==> src/rtl/fractional_n_timer_divider_core_assert.svh <==
// ----------------------------------------------------------------------------
// Assertion macros
// Concurrent property checks for the fractional-N timer divider. They compile
// to nothing when SYNTHESIS is defined.
// ----------------------------------------------------------------------------
`ifndef FRACTIONAL_N_TIMER_DIVIDER_CORE_ASSERT_SVH
`define FRACTIONAL_N_TIMER_DIVIDER_CORE_ASSERT_SVH
`ifndef SYNTHESIS
// same-cycle implication
`define FNTD_ASSERT_IMPLY(label, clk, rst, ante, cons, msg) \
  label: assert property (@(posedge clk) disable iff (rst) (ante) |-> (cons)) \
    else $error(msg);
// next-cycle implication
`define FNTD_ASSERT_NEXT(label, clk, rst, ante, cons, msg) \
  label: assert property (@(posedge clk) disable iff (rst) (ante) |=> (cons)) \
    else $error(msg);
`else
`define FNTD_ASSERT_IMPLY(label, clk, rst, ante, cons, msg)
`define FNTD_ASSERT_NEXT(label, clk, rst, ante, cons, msg)
`endif
`endif

==> src/rtl/fntd_pkg.sv <==
// ----------------------------------------------------------------------------
// fntd_pkg
// Shared constants, codes and types of the fractional-N timer divider.
// ----------------------------------------------------------------------------
package fntd_pkg;

  // fraction width of the divisor setting
  localparam int FRAC_BITS = 11;
  localparam logic [15:0] FRAC_MOD = 16'(1 << FRAC_BITS);
  localparam logic [31:0] HALF_LSB = 32'(1 << (FRAC_BITS - 1));

  // action codes
  localparam logic [1:0] ACT_TICK  = 2'd0;
  localparam logic [1:0] ACT_QUERY = 2'd1;
  localparam logic [1:0] ACT_SLEW  = 2'd2;

  // register indexes
  localparam int CFG_INDEX_W = 8;
  localparam logic [CFG_INDEX_W-1:0] REG_NOMINAL  = 8'd0;
  localparam logic [CFG_INDEX_W-1:0] REG_SETTING  = 8'd1;
  localparam logic [CFG_INDEX_W-1:0] REG_PERIOD   = 8'd2;
  localparam logic [CFG_INDEX_W-1:0] REG_FRACTIME = 8'd3;

  // register reset values
  localparam logic [15:0] NOMINAL_RST = 16'd62500;
  localparam logic [31:0] PERIOD_RST  = 32'd31250000;

  // stream widths
  localparam int IN_DATA_W  = 32;
  localparam int OUT_DATA_W = 136;
  localparam int OUT_PAD_W  = OUT_DATA_W - 129;

  // divider geometry: 32-bit dividend, 16-bit divisor
  localparam int DIV_BITS_PER_STEP = 2;
  localparam int DIV_STEPS = 32 / DIV_BITS_PER_STEP;
  localparam int DIV_CNT_W = $clog2(DIV_STEPS);

  typedef struct packed {
    logic        start;
    logic [31:0] dividend;
    logic [15:0] divisor;
  } div_req_t;

  typedef struct packed {
    logic        busy;
    logic        done;
    logic [31:0] quotient;
    logic [15:0] remainder;
  } div_rsp_t;

endpackage

==> src/rtl/fntd_div.sv <==
// ----------------------------------------------------------------------------
// fntd_div
// Iterative restoring divider, 32 by 16 bits, two quotient bits per cycle.
// ----------------------------------------------------------------------------
module fntd_div import fntd_pkg::*; (
  input  logic     clk,
  input  logic     rst,
  input  div_req_t req,
  output div_rsp_t rsp
);

  logic                 busy;
  logic                 done;
  logic [DIV_CNT_W-1:0] cnt;
  logic [31:0]          quo;
  logic [15:0]          rem;
  logic [15:0]          dvr;
  logic [16:0]          rem_next;
  logic [31:0]          quo_next;

  // per bit of the step: shift in a dividend bit, subtract if remainder allows
  always_comb begin
    rem_next = {1'b0, rem};
    quo_next = quo;
    for (int i = 0; i < DIV_BITS_PER_STEP; i++) begin
      rem_next = {rem_next[15:0], quo_next[31]};
      quo_next = {quo_next[30:0], 1'b0};
      if (rem_next >= {1'b0, dvr}) begin
        rem_next    = rem_next - {1'b0, dvr};
        quo_next[0] = 1'b1;
      end
    end
  end

  always_ff @(posedge clk) begin
    if (rst) begin
      busy <= 1'b0;
      done <= 1'b0;
      cnt  <= '0;
    end else begin
      done <= 1'b0;
      if (req.start) begin
        busy <= 1'b1;
        cnt  <= '0;
      end else if (busy) begin
        cnt <= cnt + 1'b1;
        if (cnt == DIV_CNT_W'(DIV_STEPS - 1)) begin
          busy <= 1'b0;
          done <= 1'b1;
        end
      end
    end
  end

  always_ff @(posedge clk) begin
    if (req.start) begin
      quo <= req.dividend;
      rem <= '0;
      dvr <= req.divisor;
    end else if (busy) begin
      quo <= quo_next;
      rem <= rem_next[15:0];
    end
  end

  assign rsp.busy      = busy;
  assign rsp.done      = done;
  assign rsp.quotient  = quo;
  assign rsp.remainder = rem;

endmodule

==> src/rtl/fntd_mul.sv <==
// ----------------------------------------------------------------------------
// fntd_mul
// Shared 32 by 32 multiplier keeping the low 32 product bits, registered.
// ----------------------------------------------------------------------------
module fntd_mul import fntd_pkg::*; (
  input  logic        clk,
  input  logic        en,
  input  logic [31:0] a,
  input  logic [31:0] b,
  output logic [31:0] p
);

  logic [63:0] prod_full;

  assign prod_full = a * b;

  // hold the product while idle so it can be consumed later
  always_ff @(posedge clk) begin
    if (en) begin
      p <= prod_full[31:0];
    end
  end

endmodule

==> src/rtl/fractional_n_timer_divider_core.sv <==
// ----------------------------------------------------------------------------
// fractional_n_timer_divider_core
// Fractional-N timer divider with first-order fraction accumulator and
// timer-count to nanosecond phase conversion.
// ----------------------------------------------------------------------------
// A tick, a slew or an unused action code is handled in the cycle its request
// is accepted, so such requests can stream at one per cycle while the output
// side keeps up. For a phase query the sequencer runs three divisions by the
// effective divisor m through one shared divider that retires two quotient bits
// per cycle (16 steps each) and four products through one shared registered
// multiplier. The input accepts a request only while the sequencer is idle
// and the output register is empty or being drained in the same cycle.
// Configuration writes are always accepted (cfg_ready is tied high);
// indexes beyond the register list are dropped. The effective divisor m is
// taken as 1 whenever it computes to 0.
// ----------------------------------------------------------------------------
`include "fractional_n_timer_divider_core_assert.svh"

module fractional_n_timer_divider_core import fntd_pkg::*; (
  input  logic                   clk,
  input  logic                   rst,
  // request stream
  input  logic                   s_axis_tvalid,
  output logic                   s_axis_tready,
  input  logic [IN_DATA_W-1:0]   s_axis_tdata,   // timer_count[15:0], slew_cycle[31:16]
  input  logic [1:0]             s_axis_tuser,   // action[1:0]
  // result stream
  output logic                   m_axis_tvalid,
  input  logic                   m_axis_tready,
  output logic [OUT_DATA_W-1:0]  m_axis_tdata,   // next_interval[16:0], phase_ns[48:17],
                                                 // total_ticks[80:49], cycle_count[112:81],
                                                 // sub_cycle[128:113], zero[135:129]
  // configuration writes
  input  logic                   cfg_valid,
  output logic                   cfg_ready,
  input  logic [CFG_INDEX_W-1:0] cfg_index,
  input  logic [31:0]            cfg_data
);

  // sequencer codes
  localparam logic [3:0] ST_IDLE   = 4'd0;
  localparam logic [3:0] ST_DIV1   = 4'd1;  // Td / m
  localparam logic [3:0] ST_MUL1   = 4'd2;  // c * Rm
  localparam logic [3:0] ST_MUL2   = 4'd3;  // start (c*Rm + m/2) / m, c * D
  localparam logic [3:0] ST_DIV2   = 4'd4;
  localparam logic [3:0] ST_MUL3   = 4'd5;  // k * c
  localparam logic [3:0] ST_START3 = 4'd6;  // start (k*c) / m
  localparam logic [3:0] ST_DIV3   = 4'd7;
  localparam logic [3:0] ST_MUL4   = 4'd8;  // Tc * sum
  localparam logic [3:0] ST_FIN    = 4'd9;

  // configuration registers
  logic [15:0] nominal_divisor;
  logic [31:0] divisor_setting;
  logic [31:0] period_time_ns;
  logic [31:0] fraction_time_scale;

  // divider state
  logic [15:0] frac_accum;
  logic        bump_flag;
  logic [15:0] sub_cycle_reg;
  logic [31:0] cycle_reg;
  logic [31:0] tick_total;

  // sequencer and datapath
  logic [3:0]  state;
  logic [3:0]  state_next;
  logic [15:0] query_count;
  logic [31:0] time_acc;
  logic [31:0] phase_reg;
  logic        out_valid;

  logic                 in_acc;
  logic [1:0]           action;
  logic [15:0]          timer_count;
  logic [15:0]          slew_cycle;
  logic [15:0]          m_raw;
  logic [15:0]          m_eff;
  logic [FRAC_BITS-1:0] k_val;
  logic [16:0]          next_interval;

  logic [15:0] sub_inc;
  logic [15:0] frac_ret;
  logic [15:0] frac_new;
  logic [31:0] total_new;

  logic        mul_en;
  logic [31:0] mul_a;
  logic [31:0] mul_b;
  logic [31:0] mul_p;
  logic [31:0] frac_sum;
  logic [31:0] rnd_sum;
  logic [31:0] delta;

  div_req_t div_req;
  div_rsp_t div_rsp;

  // --------------------------------------------------------------------------
  // Handshakes and field unpacking
  // --------------------------------------------------------------------------
  assign cfg_ready     = 1'b1;
  assign s_axis_tready = (state == ST_IDLE) && (!out_valid || m_axis_tready);
  assign in_acc        = s_axis_tvalid && s_axis_tready;
  assign action        = s_axis_tuser;
  assign timer_count   = s_axis_tdata[15:0];
  assign slew_cycle    = s_axis_tdata[31:16];

  // --------------------------------------------------------------------------
  // Effective divisor: only the low 16 bits of the whole part matter, so no
  // sign extension past the top of the setting is needed. Force zero to one.
  // --------------------------------------------------------------------------
  assign m_raw         = nominal_divisor + divisor_setting[FRAC_BITS +: 16];
  assign m_eff         = (m_raw == 16'd0) ? 16'd1 : m_raw;
  assign k_val         = divisor_setting[FRAC_BITS-1:0];
  assign next_interval = {1'b0, m_eff} + {16'd0, bump_flag};

  // --------------------------------------------------------------------------
  // Configuration register file
  // --------------------------------------------------------------------------
  always_ff @(posedge clk) begin
    if (rst) begin
      nominal_divisor     <= NOMINAL_RST;
      divisor_setting     <= '0;
      period_time_ns      <= PERIOD_RST;
      fraction_time_scale <= '0;
    end else if (cfg_valid && cfg_ready) begin
      case (cfg_index)
        REG_NOMINAL:  nominal_divisor     <= cfg_data[15:0];
        REG_SETTING:  divisor_setting     <= cfg_data;
        REG_PERIOD:   period_time_ns      <= cfg_data;
        REG_FRACTIME: fraction_time_scale <= cfg_data;
        default: ;  // drop writes beyond the list
      endcase
    end
  end

  // --------------------------------------------------------------------------
  // Tick arithmetic: advance sub-cycle, retire the pending bump, add k
  // --------------------------------------------------------------------------
  assign sub_inc   = sub_cycle_reg + 16'd1;
  assign frac_ret  = bump_flag ? (frac_accum - FRAC_MOD) : frac_accum;
  assign frac_new  = frac_ret + 16'(k_val);
  assign total_new = tick_total + {16'd0, m_eff} + {31'd0, bump_flag};

  always_ff @(posedge clk) begin
    if (rst) begin
      frac_accum    <= '0;
      bump_flag     <= 1'b0;
      sub_cycle_reg <= '0;
      cycle_reg     <= '0;
      tick_total    <= '0;
    end else if (in_acc) begin
      case (action)
        ACT_TICK: begin
          tick_total <= total_new;
          if (sub_inc >= FRAC_MOD) begin
            sub_cycle_reg <= '0;
            cycle_reg     <= cycle_reg + 32'd1;
          end else begin
            sub_cycle_reg <= sub_inc;
          end
          frac_accum <= frac_new;
          bump_flag  <= (frac_new >= FRAC_MOD);
        end
        ACT_SLEW: begin
          sub_cycle_reg <= slew_cycle;
          cycle_reg     <= '0;
          tick_total    <= '0;
        end
        default: ;  // queries and the unused code leave the state alone
      endcase
    end
  end

  // --------------------------------------------------------------------------
  // Query sequencer
  // --------------------------------------------------------------------------
  always_comb begin
    state_next = state;
    case (state)
      ST_IDLE:   if (in_acc && (action == ACT_QUERY)) state_next = ST_DIV1;
      ST_DIV1:   if (div_rsp.done) state_next = ST_MUL1;
      ST_MUL1:   state_next = ST_MUL2;
      ST_MUL2:   state_next = ST_DIV2;
      ST_DIV2:   if (div_rsp.done) state_next = ST_MUL3;
      ST_MUL3:   state_next = ST_START3;
      ST_START3: state_next = ST_DIV3;
      ST_DIV3:   if (div_rsp.done) state_next = ST_MUL4;
      ST_MUL4:   state_next = ST_FIN;
      ST_FIN:    state_next = ST_IDLE;
      default:   state_next = ST_IDLE;
    endcase
  end

  always_ff @(posedge clk) begin
    if (rst) begin
      state <= ST_IDLE;
    end else begin
      state <= state_next;
    end
  end

  // Divider requests: Td at acceptance, then the rounded remainder product,
  // then k*c. The divisor is always m.
  always_comb begin
    div_req.start    = (in_acc && (action == ACT_QUERY)) ||
                       (state == ST_MUL2) || (state == ST_START3);
    div_req.divisor  = m_eff;
    case (state)
      ST_MUL2:   div_req.dividend = mul_p + {17'd0, m_eff[15:1]};
      ST_START3: div_req.dividend = mul_p;
      default:   div_req.dividend = period_time_ns;
    endcase
  end

  // Multiplier operands per step. In ST_MUL2 the divider still holds D from
  // the first pass; the product c*D then rests in the multiplier during the
  // second division.
  assign frac_sum = {16'd0, frac_accum} + div_rsp.quotient;

  always_comb begin
    mul_en = state inside {ST_MUL1, ST_MUL2, ST_MUL3, ST_MUL4};
    case (state)
      ST_MUL1: begin
        mul_a = {16'd0, query_count};
        mul_b = {16'd0, div_rsp.remainder};
      end
      ST_MUL2: begin
        mul_a = {16'd0, query_count};
        mul_b = div_rsp.quotient;
      end
      ST_MUL3: begin
        mul_a = 32'(k_val);
        mul_b = {16'd0, query_count};
      end
      ST_MUL4: begin
        mul_a = fraction_time_scale;
        mul_b = frac_sum;
      end
      default: begin
        mul_a = '0;
        mul_b = '0;
      end
    endcase
  end

  // round the correction at half an LSB of the fraction, then drop it
  assign rnd_sum = mul_p + HALF_LSB;
  assign delta   = rnd_sum >> FRAC_BITS;

  always_ff @(posedge clk) begin
    if (in_acc) begin
      query_count <= timer_count;
    end
    if ((state == ST_DIV2) && div_rsp.done) begin
      time_acc <= mul_p + div_rsp.quotient;
    end
  end

  // --------------------------------------------------------------------------
  // Output register: phase is held here; the other fields read live state that
  // requests cannot move before the result is taken, but config writes can.
  // --------------------------------------------------------------------------
  always_ff @(posedge clk) begin
    if (in_acc) begin
      phase_reg <= '0;
    end else if (state == ST_FIN) begin
      phase_reg <= time_acc - delta;
    end
  end

  always_ff @(posedge clk) begin
    if (rst) begin
      out_valid <= 1'b0;
    end else if ((in_acc && (action != ACT_QUERY)) || (state == ST_FIN)) begin
      out_valid <= 1'b1;
    end else if (m_axis_tready) begin
      out_valid <= 1'b0;
    end
  end

  assign m_axis_tvalid = out_valid;
  assign m_axis_tdata  = {{OUT_PAD_W{1'b0}}, sub_cycle_reg, cycle_reg, tick_total,
                          phase_reg, next_interval};

  // --------------------------------------------------------------------------
  // Shared units
  // --------------------------------------------------------------------------
  fntd_div u_div (
    .clk (clk),
    .rst (rst),
    .req (div_req),
    .rsp (div_rsp)
  );

  fntd_mul u_mul (
    .clk (clk),
    .en  (mul_en),
    .a   (mul_a),
    .b   (mul_b),
    .p   (mul_p)
  );

  // --------------------------------------------------------------------------
  // Checks
  // --------------------------------------------------------------------------
  `FNTD_ASSERT_IMPLY(a_bump_tracks_accum, clk, rst, 1'b1, bump_flag == (frac_accum >= FRAC_MOD), "bump flag out of step with fraction accumulator")
  `FNTD_ASSERT_IMPLY(a_start_when_free, clk, rst, div_req.start, !div_rsp.busy, "divider started while busy")
  `FNTD_ASSERT_IMPLY(a_idle_div_quiet, clk, rst, state == ST_IDLE, !div_rsp.busy, "divider busy while sequencer idle")
  `FNTD_ASSERT_NEXT(a_fin_gives_result, clk, rst, state == ST_FIN, m_axis_tvalid, "query finished without a result")

endmodule
==> config.mk <==
export PLATFORM = sky130hd
export DESIGN_NAME = fractional_n_timer_divider_core
export DESIGN_NICKNAME = d
export VERILOG_FILES = /design/src/rtl/fntd_pkg.sv /design/src/rtl/fntd_div.sv /design/src/rtl/fntd_mul.sv /design/src/rtl/fractional_n_timer_divider_core.sv
export VERILOG_INCLUDE_DIRS = /design/src /design/src/rtl
export SDC_FILE = /design/constraint.sdc
export NUM_CORES = 2
export LEC_CHECK = 0
export ABC_CLOCK_PERIOD_IN_PS = 22700
export BUFFER_PORTS_ARGS = -buffer_cell sky130_fd_sc_hd__buf_4
export CAP_MARGIN = 20
export CELL_PAD_IN_SITES_DETAIL_PLACEMENT = 1
export CELL_PAD_IN_SITES_GLOBAL_PLACEMENT = 2
export CORE_AREA = 2 2 311 313
export CTS_CLUSTER_DIAMETER = 30
export DETAILED_ROUTE_END_ITERATION = 12
export DIE_AREA = 0 0 313 315
export GPL_TIMING_DRIVEN = 0
export PLACE_DENSITY = 0.9
export SLEW_MARGIN = 20
export SYNTH_ARGS = -nofsm -noshare
export SYNTH_HDL_FRONTEND = slang
export SYNTH_SLANG_ARGS = --single-unit
==> constraint.sdc <==
create_clock -name clk -period 22.7 [get_ports clk]
set_input_delay 1.135 -clock clk [delete_from_list [all_inputs] [get_ports clk]]
set_output_delay 1.135 -clock clk [all_outputs]
set_load 0.1 [all_outputs]
# Yosys cells after proc, flatten, opt, wreduce, memory -nomap -nowiden
# Cells that the tools add are included.
totals:
  reg_bits: 391
  input_bits: 79
  output_inout_bits: 139
  elab_cells: 120
op_classes:
  add_sub_neg: 16
  n_mul: 1
  magnitude_cmp: 4
  eq_ne: 21
  mux: 27
  bitwise_logic: 1
  n_reduce_logical: 29
op_table:
  columns: ["op", "n"]
  rows:
  - ["32-bit case mux with 2 select lines", 3]
  - ["32-bit case mux with 4 select lines", 1]
  - ["32-bit two-way mux", 3]
  - ["32-bit case mux with 3 select lines", 1]
  - ["16-bit two-way mux", 5]
  - ["4-bit case mux with 9 select lines", 1]
  - ["17-bit by 16-bit >= comparator with 1-bit output", 2]
  - ["16-bit by 32-bit adder with 32-bit output", 1]
  - ["32-bit by 1-bit adder with 32-bit output", 1]
  - ["32-bit by 1-bit adder with 32-bit output (second input constant)", 1]
  - ["32-bit by 11-bit adder with 32-bit output (second input constant)", 1]
  - ["32-bit by 15-bit adder with 32-bit output", 1]
  - ["32-bit by 16-bit adder with 32-bit output", 1]
  - ["32-bit adder", 1]
  - ["16-bit by 12-bit >= comparator with 1-bit output (second input constant)", 2]
  - ["32-bit by 32-bit multiplier with 32-bit output", 1]
  - ["16-bit case mux with 2 select lines", 1]
  - ["16-bit subtractor", 2]
  - ["32-bit by 21-bit subtractor with 32-bit output", 1]
  - ["16-bit by 1-bit adder with 17-bit output", 1]
  - ["16-bit by 1-bit adder with 16-bit output (second input constant)", 1]
  - ["16-bit by 11-bit adder with 16-bit output", 1]
  - ["16-bit adder", 1]
  - ["4-bit by 3-bit == test with 1-bit output (second input constant)", 4]
  - ["28 further kinds", 61]

# Longest topological paths before layout
depth:
  ltp_word: 8
  ltp_mapped: 39
  depth_no_buf: 38

# Hierarchy
# A second synthesis with hierarchy kept.
unflattened:
  cells_unflattened: 4831
  area_unflattened_um2: 41803.8
by_module_without_submodules:
  columns: ["mod", "instances", "cells_each", "area_per_inst_um2", "seq_area_each_um2"]
  rows:
  - ["fractional_n_timer_divider_core", 1, 2581, 20196.9, 6266.0]
  - ["fntd_mul", 1, 1802, 16962.5, 960.9]
  - ["fntd_div", 1, 448, 4644.5, 1881.8]

# Least setup slack after synthesis
# OpenSTA, ideal clock, no wires.
synth_path:
  kind: "register -> register"
  start: "register u_div.quo[0]"
  end: "register u_mul.p[31], data pin"
  setup_ns: 0.260
  arrival_ns: 9.216
  required_time_ns: 22.440
  path_slack_ns: 13.224
  path_stages_with_launch: 37
  path_buffers: 1
  synth_period_minus_slack_ns: 9.476
  cell_sequence: "edfxtp_1 -> ha_1 -> fa_1 -> a211oi_2 -> o21ai_1 -> a41oi_1 -> nor2b_1 -> or3_1 -> a21oi_1 -> inv_1 -> a21oi_1 -> xor2_1 -> o21ai_0 -> clkbuf_1 -> nand2_1 -> fa_1 -> inv_1 -> fa_1 -> fa_1 -> inv_1 -> fa_1 -> fa_1 -> inv_1 -> fa_1 -> fa_1 -> fa_1 -> xnor2_1 -> xnor2_1 -> xnor2_1 -> xnor2_1 -> xnor2_1 -> xnor2_1 -> xnor2_1 -> xnor3_1 -> xnor2_1 -> xnor3_1 -> xor2_1"
synth_between:
  elab_chain_cells: 3
synth_rtl:
  columns: ["element", "line", "rtl"]
  rows:
  - ["from (decl)", "fntd_div.sv:15", "logic [31:0] quo;"]
  - ["from (signal assigned)", "fntd_div.sv:57", "quo <= req.dividend;"]
  - ["from (signal assigned)", "fntd_div.sv:61", "quo <= quo_next;"]
  - ["16-bit by 32-bit adder with 32-bit output", "fractional_n_timer_divider_core.sv:219", "assign frac_sum = {16'd0, frac_accum} + div_rsp.quotient;"]
  - ["32-bit case mux with 4 select lines *", "fractional_n_timer_divider_core.sv:223", "case (state)"]
  - ["32-bit by 32-bit multiplier with 32-bit output *", "fntd_mul.sv:15", "assign prod_full = a * b;"]
  - ["named net u_mul.prod_full[31]", "fntd_mul.sv:13", "logic [63:0] prod_full;"]
  - ["to (signal assigned)", "fntd_mul.sv:20", "p <= prod_full[31:0];"]
  - ["to (decl)", "fntd_mul.sv:10", "output logic [31:0] p"]
# The timed path passes the listed nets; every way through them passes the cells marked *.
# A chain may end at the register's enable or synchronous reset.

# Worst setup path in the final report
# Same ends and word-level chain as after synthesis.

==> impl_metrics.json <==
{
  "outcome": "finished, final reports clean",
  "grt_max_degree": 33,
  "rsz0062_at_grt": "false",
  "insertion_delay_ns": 0.65,
  "cp_data_required_time_ns": 23.13,
  "drt-total-wl_um": 158000,
  "end_kind": "flop",
  "post-cts-setup-buffers": 0,
  "cts_root_buf": "clkbuf_16",
  "clkTransAtPathRegs_ns": 0.05,
  "hold_buffers": 0,
  "drc_errors": 0,
  "cp_slowest_stage_delay_ns": 0.91,
  "grt_overflow": 0,
  "slew_viol_final": 0,
  "grt_use_met2_pct": 50.2,
  "cts_tree": "done",
  "clockBufferDepth": 3,
  "min_period_ns": 11.94,
  "grt_pass1_wl_um": 237000,
  "synth_cell_types": 96,
  "hold_violations": 0,
  "p_leak_nw": 20.6,
  "setup_tns_ns": 0,
  "synth-edff-count": 128,
  "dieArea_mm2": 0.0986,
  "pin_count": 218,
  "drive_gt1_share_pct": 9.26,
  "final_nets": 5849,
  "synth_top_area_cell": "fa_1",
  "finalCritPeriodShare_pct": 52.6,
  "cp-start-kind": "flop",
  "worst-path-max-fanout": 10,
  "met1_usage_pct": 43.6,
  "avgViaCountPerCell": 5.69,
  "synth_common_cells": "nand2_1, inv_1, nor2_1",
  "wl_per_cell_um": 24.6,
  "ant_nets": 0,
  "yosysWarnings": 0,
  "die_w_um": 313,
  "htree_levels": 3,
  "relSlewSlack_pct": 22.4,
  "max_cap_violations": 0,
  "hpwl_um": 128000,
  "area_growth_pct": 17.0,
  "synth_area_leaders": "fa_1, dfxtp_1, edfxtp_1",
  "tightest_slew_ns": 1.16,
  "place_congestion": 0.999,
  "setup_viol": 0,
  "yosysSeqAreaShare_pct": 22.9,
  "dp_cells": 6248,
  "finClkSkew_ns": 0.0312,
  "cts_sinks": 391,
  "p_per_area_mw_per_mm2": 68.4,
  "crit_top_cell": "fa_1",
  "antenna_found_initial": 13,
  "final_cells": 6425,
  "synth.avg_cell_area_um2": 8.39,
  "crit_arrival_ns": 12.37,
  "yosysMostFrequentCell": "nand2_1",
  "vias": 36530,
  "drt-pass1-iter-count": 6,
  "synth.top_cell.area_share_pct": 21.0,
  "global_route.usage.total_pct": 32.0,
  "clock.fmax_mhz": 83.7,
  "worstHoldPathType": "flop to flop",
  "ctsResizeCount": 0,
  "critical_path_class": "flop to flop",
  "peakVddDrop_v": 0.0000658,
  "drt_iter0_drc": 3198,
  "synth-async-reset-ratio_pct": 0,
  "grt_pass1_vias": 37813,
  "placementRows": 114,
  "cp_slowest_cell": "nor3_1",
  "synth_area_mm2": 0.0398,
  "synthFlopType": "dfxtp_1",
  "core_area_mm2": 0.0957,
  "die_h_um": 315,
  "synth-seq-cells": 391,
  "met3_usage_pct": 6.65,
  "start_util_pct": 41.6,
  "syn_inst": 4747,
  "grt.busiest_layer": "met2",
  "io_buffers": 208,
  "cts_inserted_buffers": 91
}
==> cells in the final DEF (no fill, tap or decap), types with 18 or more instances in the layout <==
| cell type | instances |
|---|---|
| nand2_1 | 734 |
| inv_1 | 612 |
| nor2_1 | 464 |
| fa_1 | 418 |
| a21oi_1 | 294 |
| ha_1 | 286 |
| dfxtp_1 | 263 |
| buf_4 | 220 |
| clkbuf_1 | 198 |
| xnor2_1 | 182 |
| o21ai_0 | 132 |
| edfxtp_1 | 128 |
| clkbuf_16 | 96 |
| xor2_1 | 87 |
| nand3_1 | 85 |
| a21o_1 | 57 |
| and2_1 | 52 |
| nor3_1 | 51 |
| and3_1 | 43 |
| o21ai_1 | 42 |
| a211oi_1 | 40 |
| nand4_1 | 39 |
| nor2b_1 | 36 |
| a22oi_1 | 33 |
| nand3b_1 | 33 |
| or3_1 | 29 |
| o21a_1 | 25 |
| nand2b_1 | 25 |
| a31oi_1 | 25 |
| mux2i_1 | 22 |
| nor4_1 | 21 |
| o21bai_1 | 18 |
==> through the flow <==
| step | hold slack [ns] | area [µm²] | utilization [%] | setup WS (ns) | power [mW] |
|---|---|---|---|---|---|
| final | 0.448 | 46600 | 48.7 | 10.76 | 3.19 |
| after floorplan | 0.432 | 39900 | - | 13.22 | 1.44 |
| after global placement | 0.440 | 43000 | 44.9 | 10.73 | 1.74 |
| after global routing | 0.467 | 46600 | 48.7 | 10.43 | 3.31 |
| after detailed placement | 0.446 | 43300 | 45.2 | 10.83 | 1.77 |
| after CTS | 0.452 | 46600 | 48.7 | 10.77 | 3.18 |
==> worst max-delay path: cells and delay by family (launching register included) <==
family / cells / cell delay (ns)
fa+ha+maj: 11 / 4.71
compound gates: 11 / 3.00
simple gates: 5 / 1.62
buf+inv: 9 / 1.39
flops: 1 / 0.54
xor+xnor: 2 / 0.45
==> path summary, 6_finish.rpt <==
check | depth (start not counted) | slack [ns] | end | startpoint
max | 38 | 10.76 | u_mul.p[31] | u_div.quo[0]
min | 2 | 0.45 | phase_reg[8] | phase_reg[8]
max reg2reg | 38 | 10.76 | u_mul.p[31] | u_div.quo[0]
min reg2reg | 2 | 0.45 | phase_reg[8] | phase_reg[8]
==> cell type report <==
cell class              instances  area (µm²)
diodes                          6        15.0
plain buffers                 222         885
clock buffers                 110        2520
clock inverters                60         796
fillers                     11364       49100
inverters                     613        2300
multi-input cells            3527       27700
flip-flops and latches        391        9110
well taps                    1276        1600
repair buffers                220        1710
==> cells by family (layout without fill, tap and decap cells) <==
group,Yosys count,in the layout,synth area share [%]
other,2,14,0.0189
DFF,391,391,22.9
muxes,40,40,1.06
and+or+nand+nor,1673,1673,18.7
xor gates and xnor gates,281,281,6.34
AOI/OAI and AO/OA,821,821,13.0
adders and majority gates,704,704,30.0
buffers and inverters,835,1225,7.99
==> power breakdown <==
part	internal, mW	switching (mW)	leakage, nW	total, mW
logic	0.323	0.580	15.7	0.904
clock network	0.948	0.456	1.60	1.40
registers	0.782	0.0986	3.30	0.880
==> metal layers <==
metal | up-vias | part of all wire [%] | wire length [µm]
met1 | 18522 | 43 | 67800
met3 | 330 | 8.8 | 13900
met4 | 6 | 4.1 | 6410
li1 | 16255 | - | -
met5 | - | 0.027 | 42
met2 | 1417 | 44 | 70000
(Power assumes the default switching activity.)
